## config.mk

```make
export PLATFORM = sky130hd
export DESIGN_NAME = bresenham_line_rasterizer
export DESIGN_NICKNAME = d
export VERILOG_FILES = /design/src/sv/blr_pkg.sv /design/src/sv/bresenham_line_rasterizer.sv /design/src/sv/blr_fifo.sv /design/src/sv/blr_front.sv /design/src/sv/blr_walk.sv
export SDC_FILE = /design/constraint.sdc
export NUM_CORES = 1
export LEC_CHECK = 0
export ABC_AREA = 1
export BUFFER_PORTS_ARGS = -buffer_cell sky130_fd_sc_hd__buf_4
export CORE_MARGIN = 10
export CORE_UTILIZATION = 55
export DETAILED_ROUTE_END_ITERATION = 10
export GPL_TIMING_DRIVEN = 0
export PLACE_DENSITY_LB_ADDON = 0.1
export SKIP_LAST_GASP = 1
export SYNTH_ARGS = -nofsm -noshare
export SYNTH_HDL_FRONTEND = slang
export SYNTH_SLANG_ARGS = --single-unit
```

## constraint.sdc

```tcl
create_clock -name clk_i -period 9.3 [get_ports clk_i]
set_clock_uncertainty 0.05 [all_clocks]
set_input_delay 0.93 -clock clk_i [delete_from_list [all_inputs] [get_ports clk_i]]
set_output_delay 0.93 -clock clk_i [all_outputs]
set_load 0.005 [all_outputs]
```

## src/sv/blr_pkg.sv

```systemverilog
// Shared constants for the line rasterizer: field widths and queue depth.
// No dependencies; imported by the top, the front and the walk modules.
package blr_pkg;

  localparam int unsigned CoordFieldW  = 6;  // width of coordinate ports
  localparam int unsigned ColorW       = 4;  // width of the color ports
  localparam int unsigned CoordWidthDefault = 6;  // grid is 2**CoordWidth per side
  localparam int unsigned QueueDepth   = 2;  // depth of line and point queues

endpackage

```

## src/sv/bresenham_line_rasterizer.sv

```systemverilog
// Bresenham line rasterizer: a line request in, one point per result beat.
// A request passes through the line queue and the walk registers into the
// result queue before its first point can be taken.
// Each line gives max(|dx|,|dy|)+1 points, at most 2**COORD_WIDTH (64); the
// walk emits one point per cycle while the result queue has room, and the next
// line loads as the end point leaves. Reset (rst_ni low, async) empties both
// queues and idles the walk.
module bresenham_line_rasterizer #(
  parameter int unsigned COORD_WIDTH = blr_pkg::CoordWidthDefault
) (
  input  logic                            clk_i,
  input  logic                            rst_ni,
  input  logic                            push,
  output logic                            full,
  input  logic [blr_pkg::CoordFieldW-1:0] start_x_i,
  input  logic [blr_pkg::CoordFieldW-1:0] start_y_i,
  input  logic [blr_pkg::CoordFieldW-1:0] end_x_i,
  input  logic [blr_pkg::CoordFieldW-1:0] end_y_i,
  input  logic [blr_pkg::ColorW-1:0]      color_i,
  output logic                            empty,
  input  logic                            pop,
  output logic [blr_pkg::CoordFieldW-1:0] point_x_o,
  output logic [blr_pkg::CoordFieldW-1:0] point_y_o,
  output logic [blr_pkg::ColorW-1:0]      point_color_o,
  output logic                            last_o
);
  import blr_pkg::*;

  // Line descriptor: six coordinates/deltas, two step signs, error, color.
  localparam int unsigned DescW  = 6 * COORD_WIDTH + 2 + (COORD_WIDTH + 2) + ColorW;
  // Point beat: x, y, last mark, color.
  localparam int unsigned PointW = 2 * COORD_WIDTH + 1 + ColorW;

  logic [DescW-1:0]       desc;
  logic                   desc_empty, desc_pop;
  logic [PointW-1:0]      walk_point, out_point;
  logic                   walk_push, out_full;
  logic [COORD_WIDTH-1:0] pt_x, pt_y;
  logic                   pt_last;
  logic [ColorW-1:0]      pt_color;

  // Front: classify the request and queue it, so the walk can stall alone.
  blr_front #(
    .CoordWidth(COORD_WIDTH),
    .DescW     (DescW)
  ) u_front (
    .clk_i       (clk_i),
    .rst_ni      (rst_ni),
    .push_i      (push),
    .full_o      (full),
    .start_x_i   (start_x_i),
    .start_y_i   (start_y_i),
    .end_x_i     (end_x_i),
    .end_y_i     (end_y_i),
    .color_i     (color_i),
    .desc_pop_i  (desc_pop),
    .desc_o      (desc),
    .desc_empty_o(desc_empty)
  );

  // Back: step along the line, one point a cycle while the result queue has room.
  blr_walk #(
    .CoordWidth(COORD_WIDTH),
    .DescW     (DescW),
    .PointW    (PointW)
  ) u_walk (
    .clk_i       (clk_i),
    .rst_ni      (rst_ni),
    .desc_i      (desc),
    .desc_empty_i(desc_empty),
    .desc_pop_o  (desc_pop),
    .out_push_o  (walk_push),
    .out_data_o  (walk_point),
    .out_full_i  (out_full)
  );

  // Result queue: hold finished points so a stalled consumer does not stop
  // the walk until both entries are filled.
  blr_fifo #(
    .Width(PointW),
    .Depth(QueueDepth)
  ) u_point_q (
    .clk_i  (clk_i),
    .rst_ni (rst_ni),
    .push_i (walk_push),
    .data_i (walk_point),
    .full_o (out_full),
    .pop_i  (pop),
    .data_o (out_point),
    .empty_o(empty)
  );

  assign {pt_color, pt_last, pt_y, pt_x} = out_point;

  // Widen grid coordinates back to the port width.
  assign point_x_o     = CoordFieldW'(pt_x);
  assign point_y_o     = CoordFieldW'(pt_y);
  assign point_color_o = pt_color;
  assign last_o        = pt_last;

`ifndef SYNTHESIS
  a_last_is_end : assert property (@(posedge clk_i) disable iff (!rst_ni)
    (walk_push && walk_point[2*COORD_WIDTH]) |->
      (u_walk.x_q == u_walk.tx_q) && (u_walk.y_q == u_walk.ty_q))
    else $error("last mark on a point that is not the end point");
  a_no_push_full : assert property (@(posedge clk_i) disable iff (!rst_ni)
    walk_push |-> !out_full)
    else $error("walk pushed into a full result queue");
  a_pop_nonempty : assert property (@(posedge clk_i) disable iff (!rst_ni)
    desc_pop |-> !desc_empty)
    else $error("walk took a line from an empty queue");
`endif

endmodule

```

## src/sv/blr_fifo.sv

```systemverilog
// Small register queue used between the front, the walk and the result port.
// Depends on nothing; Depth must be a power of two, at least 2.
module blr_fifo #(
  parameter int unsigned Width = 1,
  parameter int unsigned Depth = 2
) (
  input  logic             clk_i,
  input  logic             rst_ni,
  input  logic             push_i,
  input  logic [Width-1:0] data_i,
  output logic             full_o,
  input  logic             pop_i,
  output logic [Width-1:0] data_o,
  output logic             empty_o
);

  localparam int unsigned AddrW = $clog2(Depth);
  localparam int unsigned CntW  = $clog2(Depth + 1);

  logic [Width-1:0] mem_q [Depth];
  logic [AddrW-1:0] wr_ptr_q, wr_ptr_d, rd_ptr_q, rd_ptr_d;
  logic [CntW-1:0]  count_q, count_d;
  logic             push_ok, pop_ok;

  assign full_o  = (count_q == CntW'(Depth));
  assign empty_o = (count_q == '0);
  assign push_ok = push_i && !full_o;
  assign pop_ok  = pop_i && !empty_o;
  assign data_o  = mem_q[rd_ptr_q];

  always_comb begin
    wr_ptr_d = push_ok ? wr_ptr_q + AddrW'(1) : wr_ptr_q;
    rd_ptr_d = pop_ok ? rd_ptr_q + AddrW'(1) : rd_ptr_q;
    count_d  = count_q;
    if (push_ok && !pop_ok) begin
      count_d = count_q + CntW'(1);
    end else if (pop_ok && !push_ok) begin
      count_d = count_q - CntW'(1);
    end
  end

  always_ff @(posedge clk_i or negedge rst_ni) begin
    if (!rst_ni) begin
      wr_ptr_q <= '0;
      rd_ptr_q <= '0;
      count_q  <= '0;
    end else begin
      wr_ptr_q <= wr_ptr_d;
      rd_ptr_q <= rd_ptr_d;
      count_q  <= count_d;
    end
  end

  always_ff @(posedge clk_i) begin
    if (push_ok) begin
      mem_q[wr_ptr_q] <= data_i;
    end
  end

`ifndef SYNTHESIS
  a_count_bound : assert property (@(posedge clk_i) disable iff (!rst_ni)
    count_q <= CntW'(Depth))
    else $error("queue count beyond depth");
  a_count_up : assert property (@(posedge clk_i) disable iff (!rst_ni)
    (push_ok && !pop_ok) |=> count_q == $past(count_q) + CntW'(1))
    else $error("queue count did not advance on a lone push");
  a_count_down : assert property (@(posedge clk_i) disable iff (!rst_ni)
    (pop_ok && !push_ok) |=> count_q == $past(count_q) - CntW'(1))
    else $error("queue count did not drop on a lone pop");
`endif

endmodule

```

## src/sv/blr_front.sv

```systemverilog
// Front of the rasterizer: takes line requests, works out deltas, step
// directions and the initial error, and queues the line descriptor.
// Depends on blr_pkg and blr_fifo.
module blr_front #(
  parameter int unsigned CoordWidth = blr_pkg::CoordWidthDefault,
  parameter int unsigned DescW      = 1
) (
  input  logic                            clk_i,
  input  logic                            rst_ni,
  input  logic                            push_i,
  output logic                            full_o,
  input  logic [blr_pkg::CoordFieldW-1:0] start_x_i,
  input  logic [blr_pkg::CoordFieldW-1:0] start_y_i,
  input  logic [blr_pkg::CoordFieldW-1:0] end_x_i,
  input  logic [blr_pkg::CoordFieldW-1:0] end_y_i,
  input  logic [blr_pkg::ColorW-1:0]      color_i,
  input  logic                            desc_pop_i,
  output logic [DescW-1:0]                desc_o,
  output logic                            desc_empty_o
);
  import blr_pkg::*;

  localparam int unsigned ErrW = CoordWidth + 2;

  logic [CoordWidth-1:0] x, y, tx, ty, dx, dy;
  logic                  sxn, syn;
  logic signed [ErrW-1:0] err0;
  logic [DescW-1:0]      desc;

  // Drop coordinate bits beyond the grid.
  assign x  = start_x_i[CoordWidth-1:0];
  assign y  = start_y_i[CoordWidth-1:0];
  assign tx = end_x_i[CoordWidth-1:0];
  assign ty = end_y_i[CoordWidth-1:0];

  assign dx   = (tx >= x) ? tx - x : x - tx;
  assign dy   = (ty >= y) ? ty - y : y - ty;
  assign sxn  = !(x < tx);
  assign syn  = !(y < ty);
  assign err0 = $signed({2'b00, dx}) - $signed({2'b00, dy});

  assign desc = {color_i, err0, syn, sxn, dy, dx, ty, tx, y, x};

  blr_fifo #(
    .Width(DescW),
    .Depth(QueueDepth)
  ) u_desc_q (
    .clk_i  (clk_i),
    .rst_ni (rst_ni),
    .push_i (push_i),
    .data_i (desc),
    .full_o (full_o),
    .pop_i  (desc_pop_i),
    .data_o (desc_o),
    .empty_o(desc_empty_o)
  );

endmodule

```

## src/sv/blr_walk.sv

```systemverilog
// Back of the rasterizer: walks one queued line with the Bresenham error term,
// pushing a point per cycle toward the result queue while it has room.
// Depends on blr_pkg.
module blr_walk #(
  parameter int unsigned CoordWidth = blr_pkg::CoordWidthDefault,
  parameter int unsigned DescW      = 1,
  parameter int unsigned PointW     = 1
) (
  input  logic              clk_i,
  input  logic              rst_ni,
  input  logic [DescW-1:0]  desc_i,
  input  logic              desc_empty_i,
  output logic              desc_pop_o,
  output logic              out_push_o,
  output logic [PointW-1:0] out_data_o,
  input  logic              out_full_i
);
  import blr_pkg::*;

  localparam int unsigned ErrW = CoordWidth + 2;

  logic                   busy_q, busy_d;
  logic [CoordWidth-1:0]  x_q, x_d, y_q, y_d, tx_q, tx_d, ty_q, ty_d;
  logic [CoordWidth-1:0]  dx_q, dx_d, dy_q, dy_d;
  logic                   sxn_q, sxn_d, syn_q, syn_d;
  logic signed [ErrW-1:0] err_q, err_d;
  logic [ColorW-1:0]      color_q, color_d;

  logic [CoordWidth-1:0]  in_x, in_y, in_tx, in_ty, in_dx, in_dy;
  logic                   in_sxn, in_syn;
  logic signed [ErrW-1:0] in_err;
  logic [ColorW-1:0]      in_color;

  logic                   at_end, step_x, step_y;
  logic signed [ErrW-1:0] dx_s, dy_s, err_step;
  logic signed [ErrW:0]   e2, dx_w, dy_w;

  assign {in_color, in_err, in_syn, in_sxn, in_dy, in_dx, in_ty, in_tx, in_y, in_x} = desc_i;

  assign at_end = (x_q == tx_q) && (y_q == ty_q);
  assign dx_s   = $signed({2'b00, dx_q});
  assign dy_s   = $signed({2'b00, dy_q});
  // The doubled error needs one bit more than the error itself.
  assign dx_w   = $signed({3'b000, dx_q});
  assign dy_w   = $signed({3'b000, dy_q});
  assign e2     = $signed({err_q, 1'b0});
  assign step_x = e2 > -dy_w;
  assign step_y = e2 < dx_w;
  assign err_step = err_q - (step_x ? dy_s : '0) + (step_y ? dx_s : '0);

  assign out_push_o = busy_q && !out_full_i;
  assign out_data_o = {color_q, at_end, y_q, x_q};
  // Load a line when idle, or the next line in the cycle the end point leaves.
  assign desc_pop_o = !desc_empty_i && (!busy_q || (out_push_o && at_end));

  always_comb begin
    busy_d  = busy_q;
    x_d     = x_q;
    y_d     = y_q;
    tx_d    = tx_q;
    ty_d    = ty_q;
    dx_d    = dx_q;
    dy_d    = dy_q;
    sxn_d   = sxn_q;
    syn_d   = syn_q;
    err_d   = err_q;
    color_d = color_q;
    if (desc_pop_o) begin
      busy_d  = 1'b1;
      x_d     = in_x;
      y_d     = in_y;
      tx_d    = in_tx;
      ty_d    = in_ty;
      dx_d    = in_dx;
      dy_d    = in_dy;
      sxn_d   = in_sxn;
      syn_d   = in_syn;
      err_d   = in_err;
      color_d = in_color;
    end else if (out_push_o && at_end) begin
      busy_d = 1'b0;
    end else if (out_push_o) begin
      err_d = err_step;
      if (step_x) begin
        x_d = sxn_q ? x_q - CoordWidth'(1) : x_q + CoordWidth'(1);
      end
      if (step_y) begin
        y_d = syn_q ? y_q - CoordWidth'(1) : y_q + CoordWidth'(1);
      end
    end
  end

  always_ff @(posedge clk_i or negedge rst_ni) begin
    if (!rst_ni) begin
      busy_q <= 1'b0;
    end else begin
      busy_q <= busy_d;
    end
  end

  always_ff @(posedge clk_i) begin
    x_q     <= x_d;
    y_q     <= y_d;
    tx_q    <= tx_d;
    ty_q    <= ty_d;
    dx_q    <= dx_d;
    dy_q    <= dy_d;
    sxn_q   <= sxn_d;
    syn_q   <= syn_d;
    err_q   <= err_d;
    color_q <= color_d;
  end

`ifndef SYNTHESIS
  a_hold_on_stall : assert property (@(posedge clk_i) disable iff (!rst_ni)
    (busy_q && out_full_i) |=> $stable(x_q) && $stable(y_q) && $stable(err_q))
    else $error("walk advanced while the point queue was full");
  a_end_releases : assert property (@(posedge clk_i) disable iff (!rst_ni)
    (out_push_o && at_end) |=> busy_q == $past(desc_pop_o))
    else $error("walk busy state wrong after end point");
  a_pop_when_free : assert property (@(posedge clk_i) disable iff (!rst_ni)
    desc_pop_o |-> (!busy_q || (out_push_o && at_end)))
    else $error("line taken while a walk was in progress");
`endif

endmodule
```

### After elaboration in Yosys (flattened, before gate mapping)

Memories as Yosys holds them, arrays and structs flattened.
Cells that the tools add are included.

* eq/ne operators: 5
* order comparisons: 6
* mux-type cells: 27
* $add $sub $neg: 20
* reductions and logical operators: 35

Operator list (count)
* 6-bit 2-to-1 mux: 14
* 8-bit 2-to-1 mux: 3
* 6-bit subtractor: 4
* 6-bit by 1-bit adder with 6-bit output, second input constant: 2
* 6-bit == test: 2
* 6-bit >= comparator: 2
* 1-bit logical AND: 12
* 6-bit less-than comparator: 2
* 2-bit nonzero test: 6
* 6-bit by 1-bit subtractor with 6-bit output, second input constant: 2
* 1-bit logical NOT: 11
* 9-bit > comparator: 1
* 9-bit by 7-bit less-than comparator with 1-bit output: 1
* 6-bit negation with 9-bit output: 1
* 8-bit adder: 1
* 2-bit 2-to-1 mux: 4
* 8-bit subtractor: 1
* 6-bit by 6-bit subtractor with 7-bit output: 1
* 1-bit 2-to-1 mux: 6
* 3-bit AND reduction: 2
* 1-bit adder, second input constant: 4
* 2-bit by 1-bit adder with 2-bit output, second input constant: 2
* 2-bit == test, second input constant: 2
* 2-bit logical NOT: 2
* 4 further kinds: 5

* bits in writable memories: 134
* input bits: 32
* word-level logic and storage cells: 112
* register bits after elaboration: 59
* memories: 2

Memory list
* u_front.u_desc_q.mem_q: words 2, width 50, read ports 1, clocked after Yosys merged registers in 0, wr ports 1, line blr_fifo.sv:20 `logic [Width-1:0] mem_q [Depth];`
* u_point_q.mem_q: words 2, width 17, read ports 1, clocked after Yosys merged registers in 0, wr ports 1, line blr_fifo.sv:20

### Logic depth before layout (Yosys ltp)

Gate-level depths: netlist of the first run.

* word-level depth: 10
* mapped depth: 24

### Modules after synthesis

Synthesis of the first run repeated with hierarchy kept, for this count alone.

* cell total of the unflattened synthesis: 1069
* area total of the unflattened synthesis: 10401.2 um^2

Modules (own cells, without submodules)
* blr_fifo (u_front.u_desc_q): instances 1, sequential area each 3103.0 um^2, area each 3886.2 um^2, cells each 293
* blr_walk: instances 1, sequential area each 1526.5 um^2, area each 3547.2 um^2, cells each 400
* blr_front: instances 1, sequential area each 0.0 um^2, area each 1493.9 um^2, cells each 256
* blr_fifo (u_point_q): instances 1, sequential area each 1121.1 um^2, area each 1473.9 um^2, cells each 120

### Least setup slack after synthesis of the first run

OpenSTA, ideal clock, no wires.

* kind: input port to flip-flop
* start point: input port push
* end point: memory u_front.u_desc_q.mem_q[1][0] (netlist name) (enable)
* stages on the path: 2
* path buffers: 0
* arrival time: 3.150 ns
* path slack: 5.643 ns
* path through: o21ai_0 -> nor2_1

* word-level cells in the longest chain between the ends: 3

Ends and longest elaborated chain
* start: declaration: line bresenham_line_rasterizer.sv:13 `input logic push,`
* 1-bit logical AND: line blr_fifo.sv:27 `assign push_ok = push_i && !full_o;`
* 1-bit 2-to-1 mux: line blr_fifo.sv:55 `if (push_ok) begin`
* 1-bit 2-to-1 mux (not written as such): line blr_fifo.sv:56 `mem_q[wr_ptr_q] <= data_i;`
* end: declaration: line blr_fifo.sv:20

Every way passes these cells.

### Final worst setup path of the first run

* start point: register u_walk.dy_q[0]
* end point: register u_walk.err_q[5], data pin

* word-level cells in the longest chain between the ends: 8

Ends and longest elaborated chain
* start: declaration: line blr_walk.sv:24 `logic [CoordWidth-1:0] dx_q, dx_d, dy_q, dy_d;`
* start signal: assignment: line blr_walk.sv:107 `dy_q <= dy_d;`
* 6-bit negation with 9-bit output: line blr_walk.sv:47 `assign step_x = e2 > -dy_w;`
* 9-bit > comparator: line blr_walk.sv:47
* 6-bit 2-to-1 mux *: line blr_walk.sv:49 `assign err_step = err_q - (step_x ? dy_s : '0) + (step_y ? dx_s : '0);`
* 8-bit subtractor *: line blr_walk.sv:49
* 8-bit adder *: line blr_walk.sv:49
* 8-bit 2-to-1 mux *: line blr_walk.sv:82 `end else if (out_push_o) begin`
* 8-bit 2-to-1 mux *: line blr_walk.sv:80 `end else if (out_push_o && at_end) begin`
* 8-bit 2-to-1 mux *: line blr_walk.sv:68 `if (desc_pop_o) begin`
* net u_walk.err_d[5]: line blr_walk.sv:26 `logic signed [ErrW-1:0] err_q, err_d;`
* end signal: assignment: line blr_walk.sv:110 `err_q <= err_d;`
* end: declaration: line blr_walk.sv:26

The timed path passes the listed nets; every way through them passes the cells marked *. The select of a mux whose other input is x is not followed.
A chain may end at the register's enable or synchronous reset.

==> metrics.md, run 1 <==
| Metric | Value |
|---|---|
| Outcome | `complete, no violations` |
| Filler cells | `1454` |
| Clock Latency Late Sink | `0.42 ns` |
| Cell count after synthesis | `994` |
| Worst-path fanout max | `6` |
| GR Util met3 | `3.49%` |
| Placeable Area | `17900 µm²` |
| Cts bufs inserted | `17` |
| Ratio of cells with drive above 1 in the final layout | `9.64%` |
| Root buf cell | `clkbuf_16` |
| Drt wl/cell | `15.4 µm` |
| Most common library cells after synthesis | `nand2_1, edfxtp_1, inv_1, ha_1, nand3_1` |
| Worst-path cell chain | `inv_1 -> ha_1 -> nand3_1 -> xor2_1 -> ha_1 -> a21o_1 -> o21ai_0 -> nand2_1 -> nand3_1 -> nand2_1 -> inv_1 -> nor2_1 -> fa_1 -> inv_1 -> ha_1 -> a21oi_1 -> nand2_1 -> a21oi_1 -> xnor2_1 -> nand2_1 -> nand2_1` |
| Cts hold-fix bufs | `0` |
| Fin nets | `1174` |
| Port bufs | `50` |
| Worst Path Required | `9.43 ns` |
| Largest net degree at the start of global routing | `31` |
| Post-synthesis sequential area ratio | `57.1%` |
| Clk slew on worst S/H paths | `0.07 ns` |
| TritonCTS clock tree | `built` |
| First-pass GRT wire length | `32.8 mm` |
| Worst Setup Path Type | `register to register` |
| Post-route setup TNS | `0 ns` |
| Die Span Y | `155 µm` |
| Sink Count | `191` |
| Ant diodes | `0` |
| Yosys warns | `0` |
| RSZ-0062 raised after global routing | `no` |
| HPWL Detailed | `15.3 mm` |
| IO Pins | `51` |
| Cell taking the most area after synthesis | `edfxtp_1` |
| R2R Setup Slk | `5.16 ns` |
| Cell Rows | `49` |
| Most frequent cell after synthesis | `nand2_1` |
| Setup crit start kind | `register` |
| Pwr dens | `321 nW/µm²` |
| EDFF count, synth | `182` |
| Initial antenna violation count | `0` |
| Synth area leaders | `edfxtp_1, nand2_1, ha_1, inv_1, fa_1` |
| Most numerous cell on the critical path | `nand2_1` |
| Vias | `6516` |
| GRT Overall Usage | `17.2%` |
| Placer Congestion | `0.884` |
| Post_cts resized | `0` |
| Syn nets | `1102` |
| Die area | `23900 µm²` |
| Overall power | `3.61 mW` |
| Mean post-synth cell area | `10.0 µm²` |
| DRT Pass-1 Iters | `5` |
| Effective utilization at floorplan | `55.7%` |
| Vias in the first global route | `6325` |
| Vias per cell | `4.98` |
| Worst hold path type | `primary input to asynchronous set/reset pin` |
| Grt ovf | `0` |
| Cell Area, Synth | `9970 µm²` |
| Worst slew pin tran | `1.29 ns` |
| Top_reg_cell synth | `edfxtp_1` |
| Setup repair bufs after CTS | `0` |
| #FFs+latches synth | `191` |
| Critical path endpoint category | `register` |
| Final Max Tran Viols | `0` |
| Top-area cell type share of the netlist area | `54.8%` |
| Worst IR Drop VDD | `0.223 mV` |
| Clock H-tree levels | `4` |
| Worst EP arrival | `4.27 ns` |
| Highest Clock Rate | `241 MHz` |
| Drt drc | `0` |
| Finished Core Util | `62.9%` |
| Slowest-stage cell, CP | `fa_1` |
| GR peak layer | `met2` |
| Overall die width | `155 µm` |
| Max-slew headroom | `14.1%` |
| Final worst path period need | `4.14 ns` |
| Final-report hold violation count | `0` |
| CTS max path bufs | `2` |
| Max_cap viols | `0` |
| Footprint of the multi-input gates | `3650 µm²` |
| Endpoints failing setup | `0` |
| Reg area | `5690 µm²` |
| Leakage | `5.20 nW` |
| CP peak stage delay | `0.50 ns` |
| Final period utilization | `44.6%` |
| Met1 Track Usage GR | `23.0%` |
| Drt total wl | `20.1 mm` |
| 1st-iter DRT viols | `337` |
| Asr flop ratio synth | `4.71%` |
| Synth-to-layout area growth | `12.9%` |
| Hold Slack | `0.291 ns` |
| Post-route ant nets | `0` |
| Grt met2 use | `28.0%` |
| Synth unique cells | `36` |
worst max-delay path: cells and delay by family (launching register included):
| family | cells | cell delay, ns |
|---|---|---|
| compound gates | 4 | 0.73 |
| xor+xnor | 2 | 0.30 |
| fa+ha+maj | 4 | 1.35 |
| buf+inv | 3 | 0.33 |
| flops | 1 | 0.41 |
| simple gates | 8 | 0.73 |
state kept, by name (all words and copies together) (netlist names), 2 cells and up:
register	cells
u_front.u_desc_q.mem_q	98
u_point_q.mem_q	34
u_walk.err_q	8
u_walk.dx_q	6
u_walk.dy_q	6
u_walk.tx_q	6
u_walk.ty_q	6
u_walk.x_q	6
u_walk.y_q	6
u_walk.color_q	4
u_front.u_desc_q.count_q	2
u_point_q.count_q	2
per-stage QoR:
step                      instance area, µm²  setup slack (ns)  std cells
after global placement                 10600              4.30       1273
after floorplan                         9970              5.64        994
final                                  11300              5.16       1308
after CTS                              11300              5.15       1308
after detailed placement               10700              4.98       1276
after global routing                   11300              4.74       1308
path summary, 6_finish.rpt:
path / from / endpoint / depth (start not counted)
setup reg to reg: u_walk.dy_q[0] / u_walk.err_q[5] / 21
max in group asynchronous: rst_ni / u_walk.busy_q / 1
setup / recovery: u_walk.dy_q[0] / u_walk.err_q[5] / 21
min in group clk_i: u_walk.color_q[3] / u_point_q.mem_q[0][16] / 0
hold / removal: rst_ni / u_point_q.rd_ptr_q / 1
hold reg to reg: u_walk.color_q[3] / u_point_q.mem_q[0][16] / 0
placed cells by master, fill, tap and decap left out, types with 17 or more instances in the layout:
cell,count
a21oi_1,31
buf_4,54
clkbuf_16,17
edfxtp_1,182
ha_1,63
inv_1,134
nand2_1,365
nand3_1,37
nor2_1,27
o21ai_0,17
xnor2_1,23
xor2_1,21
report_power, final:
part	switching (mW)	internal [mW]	total [mW]
clock	0.311	0.375	0.686
combinational	0.895	0.568	1.46
sequential	0.118	1.34	1.46
total	1.32	2.29	3.61
layer usage:
layer | up-vias | part of all wire (%)
li1 | 3376 | -
met1 | 2981 | 48
met2 | 143 | 47
met3 | 16 | 4.5
met4 | 0 | 1.2
met5 | - | 0
cell type report:
class | instances | area share (%)
inverter | 138 | 4.60
sequential | 191 | 50.5
timing repair buffer | 53 | 3.89
buffer | 24 | 1.12
multi-input combinational | 641 | 32.4
clock buffer | 23 | 3.98
tap | 229 | 2.55
clock inverter | 9 | 0.889
logic make-up (layout without fill, tap and decap cells):
logic type,count (synthesis),count (layout),share of synthesized area [%]
AND/OR/NAND/NOR,452,452,18.1
flip-flops,191,191,57.1
buffers and inverters,162,247,6.46
adder cells (fa/ha/maj),76,76,10.5
AO/OA/AOI/OAI,69,69,3.97
XOR/XNOR,44,44,3.87
Power figures use the tool's default switching activity.
==> run 2: changes to the inputs <==
ABC_AREA = 0   (was 1)
clock period = 3.9 ns   (was 9.3 ns; I/O delays follow)
==> run 2 against run 1 <==
Net effect:
- the flow now finishes with violations (negative setup slack)
- worst hold slack got worse by 0.21 ns
- die area fell by 3.7%
- utilization grew 2.4 points
- wire length shrank 4.2%
- largest cell class unchanged
- fmax is 7.7% lower
==> metrics.md, run 2 <==
| Metric | Value |
|---|---|
| Worst slew pin tran | `0.982 ns` |
| Final period utilization | `115%` |
| First-pass GRT wire length | `29.6 mm` |
| Initial antenna violation count | `0` |
| Clk slew on worst S/H paths | `0.08 ns` |
| Placed cell count | `963` |
| Worst-path fanout max | `4` |
| Asr flop ratio synth | `4.71%` |
| DRT Pass-1 Iters | `5` |
| Worst EP arrival | `4.60 ns` |
| Critical path endpoint category | `register` |
| Clock power frac | `19.0%` |
| Cell Area, Synth | `9550 µm²` |
| EDFF count, synth | `182` |
| Placed Area | `10300 µm²` |
| Effective utilization at floorplan | `55.6%` |
| Synth-to-layout area growth | `17.5%` |
| Setup crit start | `u_walk.dy_q[2]` |
| Failing checks | `negative setup slack` |
| Filler cells | `1262` |
| Largest regs | `u_front.u_desc_q.mem_q x98, u_point_q.mem_q x34, u_walk.err_q x8` |
| Top-area cell type share of the netlist area | `57.2%` |
| Port bufs | `50` |
| Clock H-tree levels | `4` |
| #FFs+latches synth | `191` |
| Top_reg_cell synth | `edfxtp_1` |
| Vias per cell | `5.51` |
| Cell family with most CP delay | `compound AO/OA/AOI/OAI gates` |
| Seq pwr share | `37.8%` |
| Vias in the first global route | `5609` |
| Worst Path Required | `4.00 ns` |
| Vias | `5575` |
| R2r startpoint | `u_walk.dy_q[2]` |
| IO Pins | `51` |
| Int Pwr | `6.09 mW` |
| Synth unique cells | `47` |
| Leakage | `4.47 nW` |
| Worst Setup Path Type | `register to register` |
| Post-synthesis sequential area ratio | `59.6%` |
| Clock Latency Late Sink | `0.44 ns` |
| Drt drc | `0` |
| Root buf cell | `clkbuf_16` |
| RSZ-0062 raised after global routing | `yes` |
| CTS max path bufs | `2` |
| Highest Clock Rate | `223 MHz` |
| Post-route ant nets | `0` |
| Ratio of cells with drive above 1 in the final layout | `25.4%` |
| Final Instance Area | `11200 µm²` |
| Synth area leaders | `edfxtp_1, ha_1, mux2_2, xnor2_1, inv_1` |
| Syn nets | `794` |
| Fin nets | `881` |
| Die area | `23000 µm²` |
| Capture point of the worst reg-to-reg path | `u_walk.err_q[7]` |
| Worst IR Drop VDD | `0.447 mV` |
| Most frequent cell after synthesis | `edfxtp_1` |
| Largest net degree at the start of global routing | `33` |
| Worst setup endpoint | `u_walk.err_q[7]` |
| Top sig layer | `met4` |
| Met3 WL post-DR | `949 µm` |
| GRT Overall Usage | `17.0%` |
| M1 WL | `8.70 mm` |
| Endpoints failing setup | `6` |
| R2R Setup Slk | `-0.59 ns` |
| Post-route worst setup slack | `-0.591 ns` |
| Final worst path period need | `4.49 ns` |
| Sink Count | `191` |
| Post-route insts no fill | `1011` |
| Max_cap viols | `0` |
| Most frequent cells in the layout | `edfxtp_1, inv_1, buf_4, ha_1, mux2_2` |
| Top reg by flops | `u_front.u_desc_q.mem_q` |
| Placeable Area | `17200 µm²` |
| Mean post-synth cell area | `13.9 µm²` |
| Cell Rows | `48` |
| Grt ovf | `0` |
| Crit. path cell count | `18` |
| Max-slew headroom | `34.5%` |
| TritonCTS clock tree | `built` |
| 1st-iter DRT viols | `359` |
| Cts bufs inserted | `17` |
| Slowest-stage cell, CP | `fa_1` |
| Critical path buffer and inverter count | `1` |
| Ant diodes | `0` |
| Cell count after synthesis | `686` |
| Most common library cells after synthesis | `edfxtp_1, inv_1, ha_1, mux2_2, xnor2_1` |
| Reg area | `5690 µm²` |
| Outcome | `finished with violations` |
| Die Span Y | `152 µm` |
| Pwr dens | `827 nW/µm²` |
| Pre-CTS WS | `-0.654 ns` |
| Drt wl/cell | `19.1 µm` |
| Placer Congestion | `0.967` |
| P_sw | `3.19 mW` |
| Yosys warns | `0` |
| HPWL Detailed | `14.0 mm` |
| Final Max Tran Viols | `0` |
| Depth of the worst register-to-register path | `18` |
| Setup crit start kind | `register` |
| Switching share of power | `34.4%` |
| Largest register FFs | `98` |
| Final-report hold violation count | `0` |
| Footprint of the multi-input gates | `3670 µm²` |
| CP peak stage delay | `0.50 ns` |
| Cell taking the most area after synthesis | `edfxtp_1` |
| Overall die width | `152 µm` |
| Drt total wl | `19.3 mm` |
| Commonest non-fill, non-tap cell in the layout | `edfxtp_1` |
| Worst hold path type | `primary input to register` |
| Met2 WL | `9.19 mm` |
| Worst-path cell chain | `nor2_4 -> nor4bb_4 -> ha_1 -> a21o_1 -> a211oi_2 -> o211ai_1 -> o211ai_1 -> o21ai_2 -> and2_4 -> fa_1 -> inv_1 -> ha_1 -> a21oi_2 -> nor2b_1 -> o31a_1 -> o41a_1 -> xor2_1 -> a21oi_2` |
| Combinational power share | `43.2%` |
## run 2: cells by family after synthesis
kind of cell             share of synthesized area (%)
buffers and inverters                             3.98
AO/OA/AOI/OAI                                     7.89
adder cells (fa/ha/maj)                           11.0
AND/OR/NAND/NOR                                   4.94
flip-flops                                        59.6
multiplexers                                      7.48
XOR/XNOR                                          5.14
## run 2: what timing repair did
action / 4_1_cts / 5_1_grt
endpoints found under the setup margin: 5 / 7
hold buffers: 1 / 0
gates resized for setup: 18 / 21
pin swaps: 15 / 14
hold endpoints to repair: 9 / 0
buffers inserted: 8 / 8
## run 2: worst register-to-register path, cell delays in order (launching register included)
cell and delay (ns):
edfxtp_1 0.46, nor2_4 0.16, nor4bb_4 0.31, ha_1 0.29, a21o_1 0.17, a211oi_2 0.23
o211ai_1 0.12, o211ai_1 0.15, o21ai_2 0.15, and2_4 0.17, fa_1 0.50, inv_1 0.05
ha_1 0.30, a21oi_2 0.12, nor2b_1 0.06, o31a_1 0.31, o41a_1 0.33, xor2_1 0.19
a21oi_2 0.09
## run 2: through the flow
stage | total power, mW | utilization, % | hold WS, ns | setup TNS, ns
floorplan | 5.81 | - | 0.0444 | -0.172
global placement | 6.65 | 59.6 | 0.169 | -33.57
global route | 9.83 | 65.3 | 0.0693 | -2.99
detailed placement | 6.84 | 59.9 | 0.174 | -2.04
finish | 9.28 | 65.3 | 0.0807 | -2.07
CTS | 8.86 | 64.3 | 0.0726 | -1.36
## run 2: worst min-delay path by stage
stage / depth (start not counted) / end / slack (ns) / startpoint
final: 1 / u_front.u_desc_q.mem_q[0][47] / 0.08 / color_i[1]
after floorplan: 0 / u_front.u_desc_q.count_q[0] / 0.04 / rst_ni
after global routing: 1 / u_front.u_desc_q.mem_q[0][47] / 0.07 / color_i[1]
after CTS: 1 / u_front.u_desc_q.mem_q[0][49] / 0.07 / color_i[3]
after detailed placement: 1 / u_point_q.count_q[0] / 0.17 / rst_ni
after global placement: 1 / u_point_q.count_q[1] / 0.17 / rst_ni
## run 2: layer usage
metal	global-route usage [%]	vias to the layer above
li1	-	2641
met1	22.7	2767
met2	26.8	133
met3	3.65	34
met4	6.39	0
met5	0	-
## run 2: power groups by stage
stage,Combinational [mW],Clock (mW),Sequential (mW)
2_1_floorplan,2.36,0,3.45
3_3_place_gp,3.12,0,3.54
3_5_place_dp,3.29,0,3.55
4_1_cts,3.58,1.78,3.51
5_1_grt,4.40,1.86,3.57
6_report,4.01,1.76,3.51
## run 2: cell type report
type                            instances  area share (%)
Buffer                                 12           0.513
Clock buffer                           17            3.79
Inverter                               86            2.90
Timing Repair Buffer                   68            5.11
Sequential cell                       191            50.7
Tap cell                              225            2.51
Multi-Input combinational cell        397            32.8
Clock inverter                         15            1.70
==> run 3: changes to the inputs <==
CELL_PAD_IN_SITES_DETAIL_PLACEMENT = 2   (was default)
CELL_PAD_IN_SITES_GLOBAL_PLACEMENT = 2   (was default)
CORE_UTILIZATION = 44   (was 55)
==> run 3 against run 2 <==
Net effect:
- the run still ends with negative setup slack left
- largest power group unchanged
- sequential cell count unchanged
- critical path depth unchanged
- setup slack got worse by 0.017 ns
- clock power about the same
- sequential power up 2%
- wire length grew 46%
- via count grew 4.4%
- sequential share of layout area decreased by 0.11 points
==> metrics.md, run 3 (synthesis gave the netlist of run 2 again) <==
| Metric | Value |
|---|---|
| First-pass GRT wire length | `42.1 mm` |
| Hold Slack | `0.0832 ns` |
| Drt total wl | `28.1 mm` |
| Effective utilization at floorplan | `45.0%` |
| Die Span Y | `167 µm` |
| Most frequent cells in the layout | `edfxtp_1, inv_1, buf_4, ha_1, mux2_2` |
| Worst Setup Path Type | `register to register` |
| Sink Count | `191` |
| GRT Overall Usage | `19.6%` |
| Die area | `28000 µm²` |
| Cell Rows | `53` |
| Slowest-stage cell, CP | `fa_1` |
| Most numerous cell on the critical path | `o211ai_1` |
| Post-route insts no fill | `1064` |
| Met1 Track Usage GR | `23.4%` |
| Worst IR Drop VDD | `0.359 mV` |
| Worst EP arrival | `4.63 ns` |
| Drt wl/cell | `26.4 µm` |
| Cts bufs inserted | `17` |
| Outcome | `finished with violations` |
| GR peak layer | `met2` |
| Ratio of cells with drive above 1 in the final layout | `25.0%` |
| Clock H-tree levels | `4` |
| Vias per cell | `5.47` |
| Critical path endpoint category | `register` |
| 1st-iter DRT viols | `272` |
| Largest regs | `u_front.u_desc_q.mem_q x98, u_point_q.mem_q x34, u_walk.err_q x8` |
| Leakage | `4.47 nW` |
| CTS max path bufs | `2` |
| Top reg by flops | `u_front.u_desc_q.mem_q` |
| Worst slew pin tran | `1.05 ns` |
| Finished Core Util | `53.0%` |
| Vias | `5822` |
| Clk slew on worst S/H paths | `0.08 ns` |
| Worst-path cell chain | `nor2_4 -> nor4bb_4 -> ha_1 -> a21o_1 -> a211oi_2 -> o211ai_1 -> o211ai_1 -> o21ai_2 -> buf_6 -> and2_4 -> fa_1 -> inv_2 -> ha_4 -> nor2b_4 -> o31a_1 -> o41a_1 -> xor2_1 -> a21oi_1` |
| CP peak stage delay | `0.53 ns` |
| Post-route worst setup slack | `-0.608 ns` |
| Placeable Area | `21200 µm²` |
| Vias in the first global route | `6704` |
| Pre-CTS WS | `-0.843 ns` |
| Clock Latency Late Sink | `0.44 ns` |
| Endpoints failing setup | `7` |
| Ant diodes | `0` |
| Overall power | `9.45 mW` |
| GR Util met3 | `3.07%` |
| Pwr dens | `841 nW/µm²` |
| Drt drc | `0` |
| Final Instance Area | `11200 µm²` |
| Grt ovf | `0` |
| Worst hold path type | `primary input to register` |
| Grt met2 use | `34.8%` |
| Post-route setup TNS | `-2.37 ns` |
| Setup crit start kind | `register` |
| RSZ-0062 raised after global routing | `yes` |
| Worst-path fanout max | `6` |
| Depth of the worst register-to-register path | `18` |
| HPWL Detailed | `19.4 mm` |
| Port bufs | `50` |
| Placed Area | `10400 µm²` |
| Synth-to-layout area growth | `17.7%` |
| Root buf cell | `clkbuf_16` |
| Placed cell count | `1014` |
| Largest register FFs | `98` |
| TritonCTS clock tree | `built` |
| Worst Path Required | `4.02 ns` |
| Initial antenna violation count | `0` |
| Final worst path period need | `4.51 ns` |
| DRT Pass-1 Iters | `5` |
| Critical path buffer and inverter count | `2` |
| Commonest non-fill, non-tap cell in the layout | `edfxtp_1` |
| Final-report hold violation count | `0` |
| Worst hold path depth | `1` |
| IO Pins | `51` |
| Crit. path cell count | `18` |
| Failing checks | `negative setup slack` |
| Post-route ant nets | `0` |
| Largest net degree at the start of global routing | `33` |
| Final Max Tran Viols | `0` |
| Highest Clock Rate | `222 MHz` |
| Overall die width | `167 µm` |
| Placer Congestion | `0.794` |
| Fin nets | `884` |
| Cell family with most CP delay | `compound AO/OA/AOI/OAI gates` |
| Max-slew headroom | `30.3%` |
| Max_cap viols | `0` |
| Final period utilization | `116%` |
==> run 3: cell count changes in the layout (fill, tap and decap cells not counted), sizes merged <==
cell	before	now
buf	75	78
clkinv	8	6
clkinvlp	1	3
==> run 3: path summary, 6_finish.rpt <==
kind / startpoint / to / slack [ns]
min in group asynchronous: rst_ni / u_front.u_desc_q.rd_ptr_q / 0.27
hold / removal: color_i[1] / u_front.u_desc_q.mem_q[1][47] / 0.08
max in group asynchronous: rst_ni / u_walk.busy_q / 3.40
setup reg to reg: u_walk.dy_q[3] / u_walk.err_q[7] / -0.61
hold reg to reg: u_walk.color_q[2] / u_point_q.mem_q[0][15] / 0.40
setup / recovery: u_walk.dy_q[3] / u_walk.err_q[7] / -0.61
==> run 3: power by group <==
part | internal [mW] | switching (mW)
registers | 3.22 | 0.374
clock network | 0.902 | 0.844
logic | 1.84 | 2.27
==> run 3: worst reg2reg max path: stages, from the launching register on <==
cell	delay, ns
edfxtp_1	0.45
nor2_4	0.20
nor4bb_4	0.37
ha_1	0.31
a21o_1	0.19
a211oi_2	0.17
o211ai_1	0.12
o211ai_1	0.13
o21ai_2	0.14
buf_6	0.16
and2_4	0.13
fa_1	0.53
inv_2	0.05
ha_4	0.23
nor2b_4	0.13
o31a_1	0.30
o41a_1	0.33
xor2_1	0.16
a21oi_1	0.09
==> run 3: final cells by class <==
class	instances	area (µm²)
clock inverter	15	153
fill	1979	9980
tap	275	344
inverter	86	323
clock buffer	17	425
sequential	191	5690
multi-input combinational	397	3650
buffer	12	57.6
timing repair buffer	71	601
==> run 3: what timing repair did <==
item	CTS	global route
resized for setup	18	11
setup buffers	10	6
pin swaps	14	7
hold endpoints to repair	9	0
hold buffers	1	0
setup endpoints to repair	7	9
==> run 3: metal layers <==
metal  part of all wire (%)  vias to the layer above
met4                    2.9                        0
li1                       -                     2638
met3                    2.4                       41
met5                      0                        -
met1                     42                     3022
met2                     52                      121
